### config.mk
export PLATFORM = sky130hd
export DESIGN_NAME = qoa_slice_lms_decoder_flat
export DESIGN_NICKNAME = d
export VERILOG_FILES = /design/src/rtl/core/qsl_pkg.sv /design/src/rtl/core/qsl_req_if.sv /design/src/rtl/core/qsl_rsp_if.sv /design/src/rtl/core/qsl_store.sv /design/src/rtl/core/qsl_mac.sv /design/src/rtl/core/qoa_slice_lms_decoder.sv /design/src/flat_wrapper.sv
export SDC_FILE = /design/constraint.sdc
export NUM_CORES = 2
export LEC_CHECK = 0
export BUFFER_PORTS_ARGS = -buffer_cell sky130_fd_sc_hd__buf_2
export CAP_MARGIN = 25
export CORE_AREA = 10 10 553 501
export CTS_BUF_LIST = sky130_fd_sc_hd__clkbuf_16
export DETAILED_ROUTE_END_ITERATION = 10
export DIE_AREA = 0 0 563 511
export PLACE_DENSITY_LB_ADDON = 0.08
export SLEW_MARGIN = 20
export SYNTH_ARGS = -nofsm -noshare
export SYNTH_HDL_FRONTEND = slang
export SYNTH_HIERARCHICAL = 1
export SYNTH_SLANG_ARGS = --single-unit
export TNS_END_PERCENT = 50
### constraint.sdc
create_clock -name clock -period 8.9 [get_ports clock]
set_input_delay 0.445 -clock clock [delete_from_list [all_inputs] [get_ports clock]]
set_output_delay 0.445 -clock clock [all_outputs]
set_load 0.005 [all_outputs]
### src/rtl/core/qsl_pkg.sv
// ----------------------------------------------------------------------------
// qsl_pkg
// Shared types, sizes and the dequantization table for the slice decoder.
// ----------------------------------------------------------------------------
`default_nettype none

package qsl_pkg;

   localparam int CHANNELS  = 8;
   localparam int SLICE_LEN = 20;
   localparam int TAPS      = 4;

   localparam int CH_W    = 3;
   localparam int CNT_W   = 5;
   localparam int WORD_W  = 64;
   localparam int HIST_W  = 16;
   localparam int WGT_W   = 32;
   localparam int TAP_W   = 2;
   localparam int PROD_W  = HIST_W + WGT_W;
   localparam int ACC_W   = PROD_W + TAP_W;
   localparam int SHIFT   = 13;
   localparam int PRED_W  = ACC_W - SHIFT;
   localparam int REC_W   = PRED_W + 1;
   localparam int SF_W    = 4;
   localparam int CODE_W  = 3;
   localparam int CODES_W = WORD_W - SF_W;
   localparam int DELTA_SH = 4;
   localparam int DQ_MAG_W = 15;

   localparam logic signed [HIST_W-1:0] SAMPLE_MIN = 16'sh8000;
   localparam logic signed [HIST_W-1:0] SAMPLE_MAX = 16'sh7fff;

   typedef logic [CH_W-1:0]               ch_idx_type;
   typedef logic signed [HIST_W-1:0]      hist_type;
   typedef logic signed [WGT_W-1:0]       wgt_type;
   typedef hist_type [TAPS-1:0]           hist_row_type;
   typedef wgt_type  [TAPS-1:0]           wgt_row_type;
   typedef logic signed [ACC_W-1:0]       acc_type;

   typedef enum logic [1:0] {
      MODE_LOAD_HIST = 2'd0,
      MODE_LOAD_WGT  = 2'd1,
      MODE_DECODE    = 2'd2,
      MODE_RSVD      = 2'd3
   } mode_type;

   // Row write into the predictor store.
   typedef struct packed {
      logic         hist_en;
      logic         wgt_en;
      ch_idx_type   channel;
      hist_row_type hist;
      wgt_row_type  wgt;
   } store_wr_type;

   // Controls for the shared multiply-accumulate unit.
   typedef struct packed {
      logic mul_en;
      logic clear;
      logic acc_en;
   } mac_ctl_type;

   typedef logic [DQ_MAG_W-1:0] dq_mag_type;

   localparam dq_mag_type DQ_MAG [16][4] = '{
      '{15'd1,    15'd3,    15'd5,    15'd7},
      '{15'd5,    15'd18,   15'd32,   15'd49},
      '{15'd16,   15'd53,   15'd95,   15'd147},
      '{15'd34,   15'd113,  15'd203,  15'd315},
      '{15'd63,   15'd210,  15'd378,  15'd588},
      '{15'd104,  15'd345,  15'd621,  15'd966},
      '{15'd158,  15'd528,  15'd950,  15'd1477},
      '{15'd228,  15'd760,  15'd1368, 15'd2128},
      '{15'd316,  15'd1053, 15'd1895, 15'd2947},
      '{15'd422,  15'd1405, 15'd2529, 15'd3934},
      '{15'd548,  15'd1828, 15'd3290, 15'd5117},
      '{15'd696,  15'd2320, 15'd4176, 15'd6496},
      '{15'd868,  15'd2893, 15'd5207, 15'd8099},
      '{15'd1064, 15'd3548, 15'd6386, 15'd9933},
      '{15'd1286, 15'd4288, 15'd7718, 15'd12005},
      '{15'd1536, 15'd5120, 15'd9216, 15'd14336}
   };

   // Odd codes are the negated magnitude.
   function automatic hist_type dq_lookup(input logic [SF_W-1:0] sf,
                                          input logic [CODE_W-1:0] q);
      hist_type mag;
      mag = hist_type'({1'b0, DQ_MAG[sf][q[2:1]]});
      return q[0] ? -mag : mag;
   endfunction

endpackage

`default_nettype wire

### src/rtl/core/qsl_req_if.sv
// ----------------------------------------------------------------------------
// qsl_req_if
// Request channel: mode, channel, state or slice word and sample count.
// ----------------------------------------------------------------------------
`default_nettype none

interface qsl_req_if;
   logic        valid;
   logic        ready;
   logic [1:0]  mode;
   logic [2:0]  channel;
   logic [63:0] word;
   logic [4:0]  sample_count;

   modport source (output valid, output mode, output channel, output word,
                   output sample_count, input ready);
   modport sink   (input valid, input mode, input channel, input word,
                   input sample_count, output ready);
endinterface

`default_nettype wire

### src/rtl/core/qsl_rsp_if.sv
// ----------------------------------------------------------------------------
// qsl_rsp_if
// Response channel: one decoded PCM sample per transfer.
// ----------------------------------------------------------------------------
`default_nettype none

interface qsl_rsp_if;
   logic               valid;
   logic               ready;
   logic signed [15:0] sample;
   logic [2:0]         out_channel;
   logic               last;

   modport source (output valid, output sample, output out_channel, output last,
                   input ready);
   modport sink   (input valid, input sample, input out_channel, input last,
                   output ready);
endinterface

`default_nettype wire

### src/rtl/core/qsl_store.sv
// ----------------------------------------------------------------------------
// qsl_store
// Per-channel predictor state: four history samples and four weights a row.
// ----------------------------------------------------------------------------
`default_nettype none

module qsl_store import qsl_pkg::*; (
   input  logic         clock,
   input  logic         reset,
   input  ch_idx_type   rd_channel,
   output hist_row_type rd_hist,
   output wgt_row_type  rd_wgt,
   input  store_wr_type wr
);

   hist_row_type hist_mem_ff [CHANNELS];
   wgt_row_type  wgt_mem_ff  [CHANNELS];

   always_ff @(posedge clock) begin
      if (reset) begin
         for (int i = 0; i < CHANNELS; i++) begin
            hist_mem_ff[i] <= '0;
            wgt_mem_ff[i]  <= '0;
         end
      end else begin
         if (wr.hist_en) begin
            hist_mem_ff[wr.channel] <= wr.hist;
         end
         if (wr.wgt_en) begin
            wgt_mem_ff[wr.channel] <= wr.wgt;
         end
      end
   end

   assign rd_hist = hist_mem_ff[rd_channel];
   assign rd_wgt  = wgt_mem_ff[rd_channel];

endmodule

`default_nettype wire

### src/rtl/core/qsl_mac.sv
// ----------------------------------------------------------------------------
// qsl_mac
// Shared 32x16 multiplier with a registered product and a wide accumulator.
// ----------------------------------------------------------------------------
`default_nettype none

module qsl_mac import qsl_pkg::*; (
   input  logic        clock,
   input  mac_ctl_type ctl,
   input  wgt_type     wgt,
   input  hist_type    hist,
   output acc_type     acc
);

   logic signed [PROD_W-1:0] prod_ff;
   logic signed [PROD_W-1:0] prod_in;
   acc_type                  acc_ff;
   acc_type                  acc_in;

   assign prod_in = PROD_W'(wgt) * PROD_W'(hist);

   always_comb begin
      acc_in = acc_ff;
      if (ctl.clear) begin
         acc_in = '0;
      end else if (ctl.acc_en) begin
         acc_in = acc_ff + ACC_W'(prod_ff);
      end
   end

   always_ff @(posedge clock) begin
      if (ctl.mul_en) begin
         prod_ff <= prod_in;
      end
      acc_ff <= acc_in;
   end

   assign acc = acc_ff;

endmodule

`default_nettype wire

### src/rtl/core/qoa_slice_lms_decoder.sv
// ----------------------------------------------------------------------------
// qoa_slice_lms_decoder
// Per-channel QOA slice decoder with a four-tap LMS predictor.
// ----------------------------------------------------------------------------
//  channel   dir  payload                                 per transfer
//  req_chan  in   mode, channel, word, sample_count       one load or one slice
//  rsp_chan  out  sample, out_channel, last               one decoded sample
//
//  A load writes the store from idle. For a slice of n samples, each sample
//  runs four passes through the one shared multiplier, one accumulate, one
//  clamp and one weight/history update. The request side is ready only in idle.
//  A full output register holds the clamp step until the sample is taken.
//  Synchronous reset clears all history and weights to zero.
// ----------------------------------------------------------------------------
`default_nettype none

module qoa_slice_lms_decoder import qsl_pkg::*; (
   input  logic          clock,
   input  logic          reset,
   qsl_req_if.sink       req_chan,
   qsl_rsp_if.source     rsp_chan
);

   typedef enum logic [4:0] {
      ST_IDLE   = 5'b00001,
      ST_MUL    = 5'b00010,
      ST_SUM    = 5'b00100,
      ST_EMIT   = 5'b01000,
      ST_UPDATE = 5'b10000
   } state_type;

   state_type              state_ff, state_in;
   logic [TAP_W-1:0]       tap_ff, tap_in;
   logic [CNT_W-1:0]       idx_ff, idx_in;
   logic [CNT_W-1:0]       n_ff, n_in;
   ch_idx_type             ch_ff, ch_in;
   logic [SF_W-1:0]        sf_ff, sf_in;
   logic [CODES_W-1:0]     codes_ff, codes_in;
   hist_row_type           hist_ff, hist_in;
   wgt_row_type            wgt_ff, wgt_in;
   hist_type               deq_ff, deq_in;
   hist_type               rec_ff, rec_in;
   logic                   rsp_valid_ff, rsp_valid_in;
   hist_type               rsp_sample_ff, rsp_sample_in;
   ch_idx_type             rsp_ch_ff, rsp_ch_in;
   logic                   rsp_last_ff, rsp_last_in;

   store_wr_type           store_wr;
   hist_row_type           rd_hist;
   wgt_row_type            rd_wgt;
   mac_ctl_type            mac_ctl;
   acc_type                acc;

   logic                   req_xfer;
   logic                   ch_ok;
   logic [CNT_W-1:0]       cnt_sat;
   hist_row_type           ld_row;
   wgt_row_type            ld_wgt;
   hist_type               deq_cur;
   logic signed [PRED_W-1:0] pred;
   logic signed [REC_W-1:0]  rec_wide;
   hist_type               rec_clamp;
   logic                   rsp_load;
   logic                   last_sample;
   logic signed [HIST_W-DELTA_SH-1:0] delta;
   wgt_row_type            wgt_upd;
   hist_row_type           hist_upd;

   qsl_store u_store (
      .clock      (clock),
      .reset      (reset),
      .rd_channel (req_chan.channel),
      .rd_hist    (rd_hist),
      .rd_wgt     (rd_wgt),
      .wr         (store_wr)
   );

   qsl_mac u_mac (
      .clock (clock),
      .ctl   (mac_ctl),
      .wgt   (wgt_ff[tap_ff]),
      .hist  (hist_ff[tap_ff]),
      .acc   (acc)
   );

   assign req_chan.ready = (state_ff == ST_IDLE);
   assign req_xfer       = req_chan.valid & req_chan.ready;
   assign ch_ok          = (32'(req_chan.channel) < CHANNELS);
   assign cnt_sat        = (req_chan.sample_count > CNT_W'(SLICE_LEN)) ?
                           CNT_W'(SLICE_LEN) : req_chan.sample_count;

   // Tap 0 sits in the top 16 bits of the load word.
   always_comb begin
      for (int t = 0; t < TAPS; t++) begin
         ld_row[t] = req_chan.word[WORD_W-1-HIST_W*t -: HIST_W];
         ld_wgt[t] = WGT_W'(ld_row[t]);
      end
   end

   // Clamp path: floor shift of the prediction plus the dequantized residual.
   assign deq_cur  = dq_lookup(sf_ff, codes_ff[CODES_W-1 -: CODE_W]);
   assign pred     = acc[ACC_W-1:SHIFT];
   assign rec_wide = REC_W'(pred) + REC_W'(deq_cur);

   always_comb begin
      if (rec_wide < REC_W'(SAMPLE_MIN)) begin
         rec_clamp = SAMPLE_MIN;
      end else if (rec_wide > REC_W'(SAMPLE_MAX)) begin
         rec_clamp = SAMPLE_MAX;
      end else begin
         rec_clamp = rec_wide[HIST_W-1:0];
      end
   end

   // LMS update: sign of each history value steers the residual step.
   assign delta       = deq_ff[HIST_W-1:DELTA_SH];
   assign last_sample = (idx_ff == n_ff - CNT_W'(1));

   always_comb begin
      for (int t = 0; t < TAPS; t++) begin
         wgt_upd[t] = hist_ff[t][HIST_W-1] ? wgt_ff[t] - WGT_W'(delta)
                                           : wgt_ff[t] + WGT_W'(delta);
         hist_upd[t] = (t == TAPS - 1) ? rec_ff : hist_ff[(t + 1) % TAPS];
      end
   end

   assign rsp_load = (state_ff == ST_EMIT) & (~rsp_valid_ff | rsp_chan.ready);

   always_comb begin
      state_in      = state_ff;
      tap_in        = tap_ff;
      idx_in        = idx_ff;
      n_in          = n_ff;
      ch_in         = ch_ff;
      sf_in         = sf_ff;
      codes_in      = codes_ff;
      hist_in       = hist_ff;
      wgt_in        = wgt_ff;
      deq_in        = deq_ff;
      rec_in        = rec_ff;
      mac_ctl       = '0;
      store_wr.hist_en = 1'b0;
      store_wr.wgt_en  = 1'b0;
      store_wr.channel = req_chan.channel;
      store_wr.hist    = ld_row;
      store_wr.wgt     = ld_wgt;

      unique case (state_ff)
         ST_IDLE: begin
            if (req_xfer && ch_ok) begin
               case (mode_type'(req_chan.mode))
                  MODE_LOAD_HIST: store_wr.hist_en = 1'b1;
                  MODE_LOAD_WGT:  store_wr.wgt_en  = 1'b1;
                  MODE_DECODE: begin
                     if (cnt_sat != '0) begin
                        ch_in    = req_chan.channel;
                        n_in     = cnt_sat;
                        idx_in   = '0;
                        tap_in   = '0;
                        sf_in    = req_chan.word[WORD_W-1 -: SF_W];
                        codes_in = req_chan.word[CODES_W-1:0];
                        hist_in  = rd_hist;
                        wgt_in   = rd_wgt;
                        state_in = ST_MUL;
                     end
                  end
                  default: ;
               endcase
            end
         end
         ST_MUL: begin
            mac_ctl.mul_en = 1'b1;
            mac_ctl.clear  = (tap_ff == '0);
            mac_ctl.acc_en = (tap_ff != '0);
            tap_in         = tap_ff + TAP_W'(1);
            if (tap_ff == TAP_W'(TAPS - 1)) begin
               state_in = ST_SUM;
            end
         end
         ST_SUM: begin
            mac_ctl.acc_en = 1'b1;
            state_in       = ST_EMIT;
         end
         ST_EMIT: begin
            if (rsp_load) begin
               deq_in   = deq_cur;
               rec_in   = rec_clamp;
               state_in = ST_UPDATE;
            end
         end
         ST_UPDATE: begin
            wgt_in   = wgt_upd;
            hist_in  = hist_upd;
            codes_in = codes_ff << CODE_W;
            idx_in   = idx_ff + CNT_W'(1);
            if (last_sample) begin
               store_wr.hist_en = 1'b1;
               store_wr.wgt_en  = 1'b1;
               store_wr.channel = ch_ff;
               store_wr.hist    = hist_upd;
               store_wr.wgt     = wgt_upd;
               state_in         = ST_IDLE;
            end else begin
               state_in = ST_MUL;
            end
         end
         default: state_in = ST_IDLE;
      endcase
   end

   // Output register: load on the clamp step, drop on transfer.
   always_comb begin
      rsp_valid_in  = rsp_valid_ff & ~rsp_chan.ready;
      rsp_sample_in = rsp_sample_ff;
      rsp_ch_in     = rsp_ch_ff;
      rsp_last_in   = rsp_last_ff;
      if (rsp_load) begin
         rsp_valid_in  = 1'b1;
         rsp_sample_in = rec_clamp;
         rsp_ch_in     = ch_ff;
         rsp_last_in   = last_sample;
      end
   end

   always_ff @(posedge clock) begin
      if (reset) begin
         state_ff     <= ST_IDLE;
         tap_ff       <= '0;
         idx_ff       <= '0;
         n_ff         <= '0;
         rsp_valid_ff <= 1'b0;
      end else begin
         state_ff     <= state_in;
         tap_ff       <= tap_in;
         idx_ff       <= idx_in;
         n_ff         <= n_in;
         rsp_valid_ff <= rsp_valid_in;
      end
   end

   always_ff @(posedge clock) begin
      ch_ff         <= ch_in;
      sf_ff         <= sf_in;
      codes_ff      <= codes_in;
      hist_ff       <= hist_in;
      wgt_ff        <= wgt_in;
      deq_ff        <= deq_in;
      rec_ff        <= rec_in;
      rsp_sample_ff <= rsp_sample_in;
      rsp_ch_ff     <= rsp_ch_in;
      rsp_last_ff   <= rsp_last_in;
   end

   assign rsp_chan.valid       = rsp_valid_ff;
   assign rsp_chan.sample      = rsp_sample_ff;
   assign rsp_chan.out_channel = rsp_ch_ff;
   assign rsp_chan.last        = rsp_last_ff;

   a_tap_idle: assert property (@(posedge clock) disable iff (reset)
      state_ff != ST_MUL |-> tap_ff == '0)
      else $error("tap counter not parked outside multiply passes");

   a_idx_range: assert property (@(posedge clock) disable iff (reset)
      state_ff != ST_IDLE |-> idx_ff < n_ff)
      else $error("sample index beyond slice count");

   a_emit_order: assert property (@(posedge clock) disable iff (reset)
      state_ff == ST_EMIT |-> $past(state_ff) == ST_SUM || $past(state_ff) == ST_EMIT)
      else $error("clamp step entered without a finished sum");

   a_last_done: assert property (@(posedge clock) disable iff (reset)
      state_ff == ST_UPDATE && last_sample |=> state_ff == ST_IDLE)
      else $error("decoder did not return to idle after final sample");

   a_load_last: assert property (@(posedge clock) disable iff (reset)
      rsp_load && last_sample |=> rsp_last_ff)
      else $error("final sample transfer not flagged last");

endmodule

`default_nettype wire
### src/flat_wrapper.sv
// flat-port wrapper written by rule: the top's interface ports become plain ports
module qoa_slice_lms_decoder_flat import qsl_pkg::*;
  (clock, reset, req_chan_valid, req_chan_mode, req_chan_channel, req_chan_word, req_chan_sample_count, req_chan_ready, rsp_chan_valid, rsp_chan_sample, rsp_chan_out_channel, rsp_chan_last, rsp_chan_ready);
  qsl_req_if req_chan_i ();
  qsl_rsp_if rsp_chan_i ();
  input  logic clock;
  input  logic reset;
  input wire logic [$bits(req_chan_i.valid)-1:0] req_chan_valid;
  input wire logic [$bits(req_chan_i.mode)-1:0] req_chan_mode;
  input wire logic [$bits(req_chan_i.channel)-1:0] req_chan_channel;
  input wire logic [$bits(req_chan_i.word)-1:0] req_chan_word;
  input wire logic [$bits(req_chan_i.sample_count)-1:0] req_chan_sample_count;
  output wire logic [$bits(req_chan_i.ready)-1:0] req_chan_ready;
  output wire logic [$bits(rsp_chan_i.valid)-1:0] rsp_chan_valid;
  output wire logic [$bits(rsp_chan_i.sample)-1:0] rsp_chan_sample;
  output wire logic [$bits(rsp_chan_i.out_channel)-1:0] rsp_chan_out_channel;
  output wire logic [$bits(rsp_chan_i.last)-1:0] rsp_chan_last;
  input wire logic [$bits(rsp_chan_i.ready)-1:0] rsp_chan_ready;
  assign req_chan_i.valid = req_chan_valid;
  assign req_chan_i.mode = req_chan_mode;
  assign req_chan_i.channel = req_chan_channel;
  assign req_chan_i.word = req_chan_word;
  assign req_chan_i.sample_count = req_chan_sample_count;
  assign req_chan_ready = req_chan_i.ready;
  assign rsp_chan_valid = rsp_chan_i.valid;
  assign rsp_chan_sample = rsp_chan_i.sample;
  assign rsp_chan_out_channel = rsp_chan_i.out_channel;
  assign rsp_chan_last = rsp_chan_i.last;
  assign rsp_chan_i.ready = rsp_chan_ready;
  qoa_slice_lms_decoder u_core (.clock(clock), .reset(reset), .req_chan(req_chan_i), .rsp_chan(rsp_chan_i));
endmodule
==> results.ini <==
[status]
status = finished clean

[cells_and_area]
fillers = 24019
syn2layout_area_growth_pct = 9.17
multi_input_area_um2 = 54600
drive_above_1_share_pct = 11.5
final_util_pct = 48.7
regArea_um2 = 57700
final_common_cell = edfxtp_1
layout.nets = 10937
layout_common_cells = 1,875 x edfxtp_1, 1,583 x nor3_1, 1,417 x nand2_1, 704 x inv_1, 492 x fa_1

[clock_network]
clock_latency_ns = 0.93
post_cts_buffers = 0
tritoncts = done
htreeDepth = 4
clk_pin_slew_ns = 0.06
numCtsBuffers = 219
clock_sinks = 1943
clk_path_buf_depth = 4
root_buffer = clkbuf_16

[routing]
vias = 82603
dr.pass1.iters = 6
totalWireLength_um = 385000
avgRoutedWirePerCell_um = 28.0
drc = 0
viasPerCell = 6.01
drtIter0Drc = 8334
final_antenna_net_count = 0

[power]
p_leak_uw = 0.0487
p_comb_share_pct = 59.4
power.internal_uw = 29800
p_clk_share_pct = 16.9
p_seq_share_pct = 23.8
swShare_pct = 42.6
vdd_drop_max_uv = 1010
p_sw_uw = 22100
power.density_nw_per_um2 = 401

[worst_setup_path]
cp_slowest_stage_delay_ns = 1.06
cp_cell_sequence = mux4_2 -> nand2_1 -> fa_1 -> fa_1 -> fa_1 -> inv_1 -> fa_1 -> fa_1 -> inv_1 -> fa_1 -> inv_1 -> ha_1 -> a21oi_1 -> o21a_1 -> o22ai_1 -> a211oi_2 -> o31ai_1 -> a221o_2 -> a31oi_4 -> o31ai_2 -> nor4_1 -> nor3_2
startpoint_type = register
crit_type = reg2reg
worstPathArrival_ns = 8.95
critPathMostFrequentCell = fa_1
cp_slowest_cell = mux4_2
endpoint_kind = register
crit_required_ns = 9.44
critPathMaxFanout = 32

[global_route]
overflow = 0
grt_start_max_net_pins = 169
grt_pass1_vias = 83042
grt_pass1_wl_um = 569000
antenna_found_initial = 17
grt_use_total_pct = 26.1

[worst_hold_path]
hold_class = in2reg

[logic_synthesis]
synth_cell_types = 107
synth_area_um2 = 119000
yosys.area_share.simple_pct = 14.9
synth.avg_cell_area_um2 = 11.6
ys_ff_latch = 1943
synth-seq-area-share_pct = 48.6
synth_mux_area_share_pct = 11.1
synth_fp_nets = 11139
synth-edff-count = 1875
synth_top_family_by_area = simple AND/OR/NAND/NOR gates
synth_ff_type = edfxtp_1
yosysWarnings = 6
async_reset_ff_share_pct = 0
synth_compound_area_share_pct = 5.73
synthXorXnorAreaFrac_pct = 2.12
synth-adder-area-share_pct = 12.0
synthCells = 10219

[floorplan]
die_y_um = 511
fp.coreArea_um2 = 266000
die_x_um = 563
initial_core_util_pct = 44.6
io_pins = 100
rows = 180
dieArea_um2 = 288000

[timing]
final-setup-viol-count = 0
fin_setup_tns_ns = 0
report.final.slew_viol_count = 0
period_share_pct = 94.4
hold_viol = 0
rsz0062_at_grt = false
hold_slack_ns = 0.0650
fmax_ghz = 0.119
slew_headroom_pct = 25.4
finalCriticalPeriod_ns = 8.40
worst_pin_slew_ns = 1.12
finClkSkew_ns = 0.134

[placement]
hpwl_um = 248000
gp_congestion = 0.887
io_buffers = 99

[flow_run]
drv_cap = 0

[power groups by stage]
stage | Clock, uW | Sequential, uW | Combinational [uW]
floorplan | 0 | 12500 | 23500
global placement | 0 | 12500 | 30600
detailed placement | 0 | 12500 | 30700
CTS | 8900 | 12300 | 30900
global route | 9250 | 12400 | 34900
finish | 8750 | 12300 | 30800
[final cells by class]
type | instances | share of cell area [%]
Antenna cell | 7 | 0.0135
Clock buffer | 223 | 4.31
Clock inverter | 169 | 0.943
Inverter | 849 | 2.46
Multi-Input combinational cell | 6696 | 42.2
Sequential cell | 1943 | 44.5
Tap cell | 3549 | 3.43
Timing Repair Buffer | 308 | 2.08
[state kept, by name, summed over array words and instances, names as in the netlist]
| signal | flops |
|---|---|
| u_core/u_store/wgt_mem_ff | 1024 |
| u_core/u_store/hist_mem_ff | 512 |
| u_core/wgt_ff | 128 |
| u_core/hist_ff | 64 |
| u_core/codes_ff | 60 |
| u_core/u_mac/acc | 50 |
| u_core/u_mac/prod_ff | 48 |
| u_core/rec_ff | 16 |
| u_core/deq_ff | 12 |
| u_core/idx_ff | 5 |
| u_core/n_ff | 5 |
| u_core/state_ff | 5 |
| u_core/sf_ff | 4 |
| u_core/ch_ff | 3 |
| u_core/rsp_chan.out_channel | 3 |
| u_core/tap_ff | 2 |
| u_core/rsp_chan.last | 1 |
| u_core/rsp_chan.valid | 1 |
[critical path, delay by kind of cell, from the launching register on]
| family | cells | cell delay, ns |
|---|---|---|
| buf+inv | 3 | 0.16 |
| simple gates | 3 | 0.53 |
| mux | 1 | 1.06 |
| fa+ha+maj | 7 | 3.55 |
| compound gates | 8 | 1.82 |
| flops | 1 | 0.83 |
[path summary, 6_finish.rpt]
check                    from                             end  slack (ns)  cells after the start
max reg2reg  u_core/tap_ff[1]        u_core/u_mac/prod_ff[47]        0.50                     22
min          req_chan_word[5]              u_core/codes_ff[5]        0.07                      3
min reg2reg   u_core/ch_ff[1]  u_core/rsp_chan.out_channel[1]        0.47                      0
max          u_core/tap_ff[1]        u_core/u_mac/prod_ff[47]        0.50                     22
[what timing repair did]
action | CTS | global route
endpoints found under the setup margin | 0 | 0
hold buffers | 65 | 0
resized for setup | 0 | 0
hold endpoints to repair | 63 | 0
[per-layer routing]
| layer | routed length [um] | track usage [%] | up-vias |
|---|---|---|---|
| met5 | 51 | 0 | - |
| met4 | 9930 | 6.42 | 8 |
| met3 | 33000 | 4.99 | 482 |
| met2 | 170000 | 39.3 | 3324 |
| met1 | 172000 | 38.8 | 42452 |
| li1 | - | - | 36337 |
[Yosys cell counts (10+ instances only)]
cell type | instances | area, um^2
nor2b_1 | 34 | 213
clkbuf_1 | 539 | 2020
edfxtp_1 | 1875 | 56300
a21oi_1 | 265 | 1330
nand4_1 | 30 | 188
a31oi_1 | 28 | 175
or2_2 | 15 | 93.8
a21o_1 | 121 | 908
o211ai_1 | 28 | 210
a2111oi_0 | 10 | 87.6
dfxtp_1 | 68 | 1360
nor2_1 | 253 | 950
mux2i_1 | 63 | 631
inv_1 | 655 | 2460
nand2b_1 | 50 | 313
buf_2 | 74 | 370
o21a_1 | 79 | 593
o21ai_0 | 301 | 1510
mux4_1 | 104 | 2730
clkinv_1 | 194 | 728
a21boi_0 | 14 | 105
ha_1 | 350 | 4380
mux2_2 | 205 | 2310
or3_1 | 27 | 169
nor3_1 | 1583 | 7920
buf_1 | 52 | 195
buf_6 | 60 | 676
a211oi_1 | 27 | 203
o21bai_1 | 46 | 345
xnor2_1 | 195 | 1710
fa_1 | 492 | 9850
nor3b_1 | 15 | 113
a21oi_2 | 10 | 87.6
nand3_1 | 56 | 280
nand2_1 | 1420 | 5330
mux4_2 | 332 | 7480
xor2_1 | 92 | 806
and3_1 | 25 | 156
o31ai_1 | 16 | 120
and2_1 | 234 | 1460
[logic make-up (layout without fill, tap and decap cells)]
| family | Yosys count | after routing |
|---|---|---|
| AND/OR/NAND/NOR | 3802 | 3802 |
| XOR/XNOR | 287 | 287 |
| other | 0 | 7 |
| flip-flops | 1943 | 1943 |
| buffers and inverters | 1580 | 1549 |
| AO/OA/AOI/OAI | 1061 | 1061 |
| adder cells (fa/ha/maj) | 842 | 842 |
| multiplexers | 704 | 704 |
[per-stage QoR]
step | worst slack, ns | power (uW) | area [um^2] | std cells
6_report | 0.496 | 51900 | 129000 | 13744
5_1_grt | 0.163 | 56500 | 129000 | 13738
4_1_cts | 0.590 | 52100 | 129000 | 13734
3_5_place_dp | 0.653 | 43200 | 122000 | 13277
3_3_place_gp | 0.681 | 43100 | 122000 | 13277
2_1_floorplan | -0.874 | 35900 | 119000 | 10219
(Power assumes the default switching activity.)
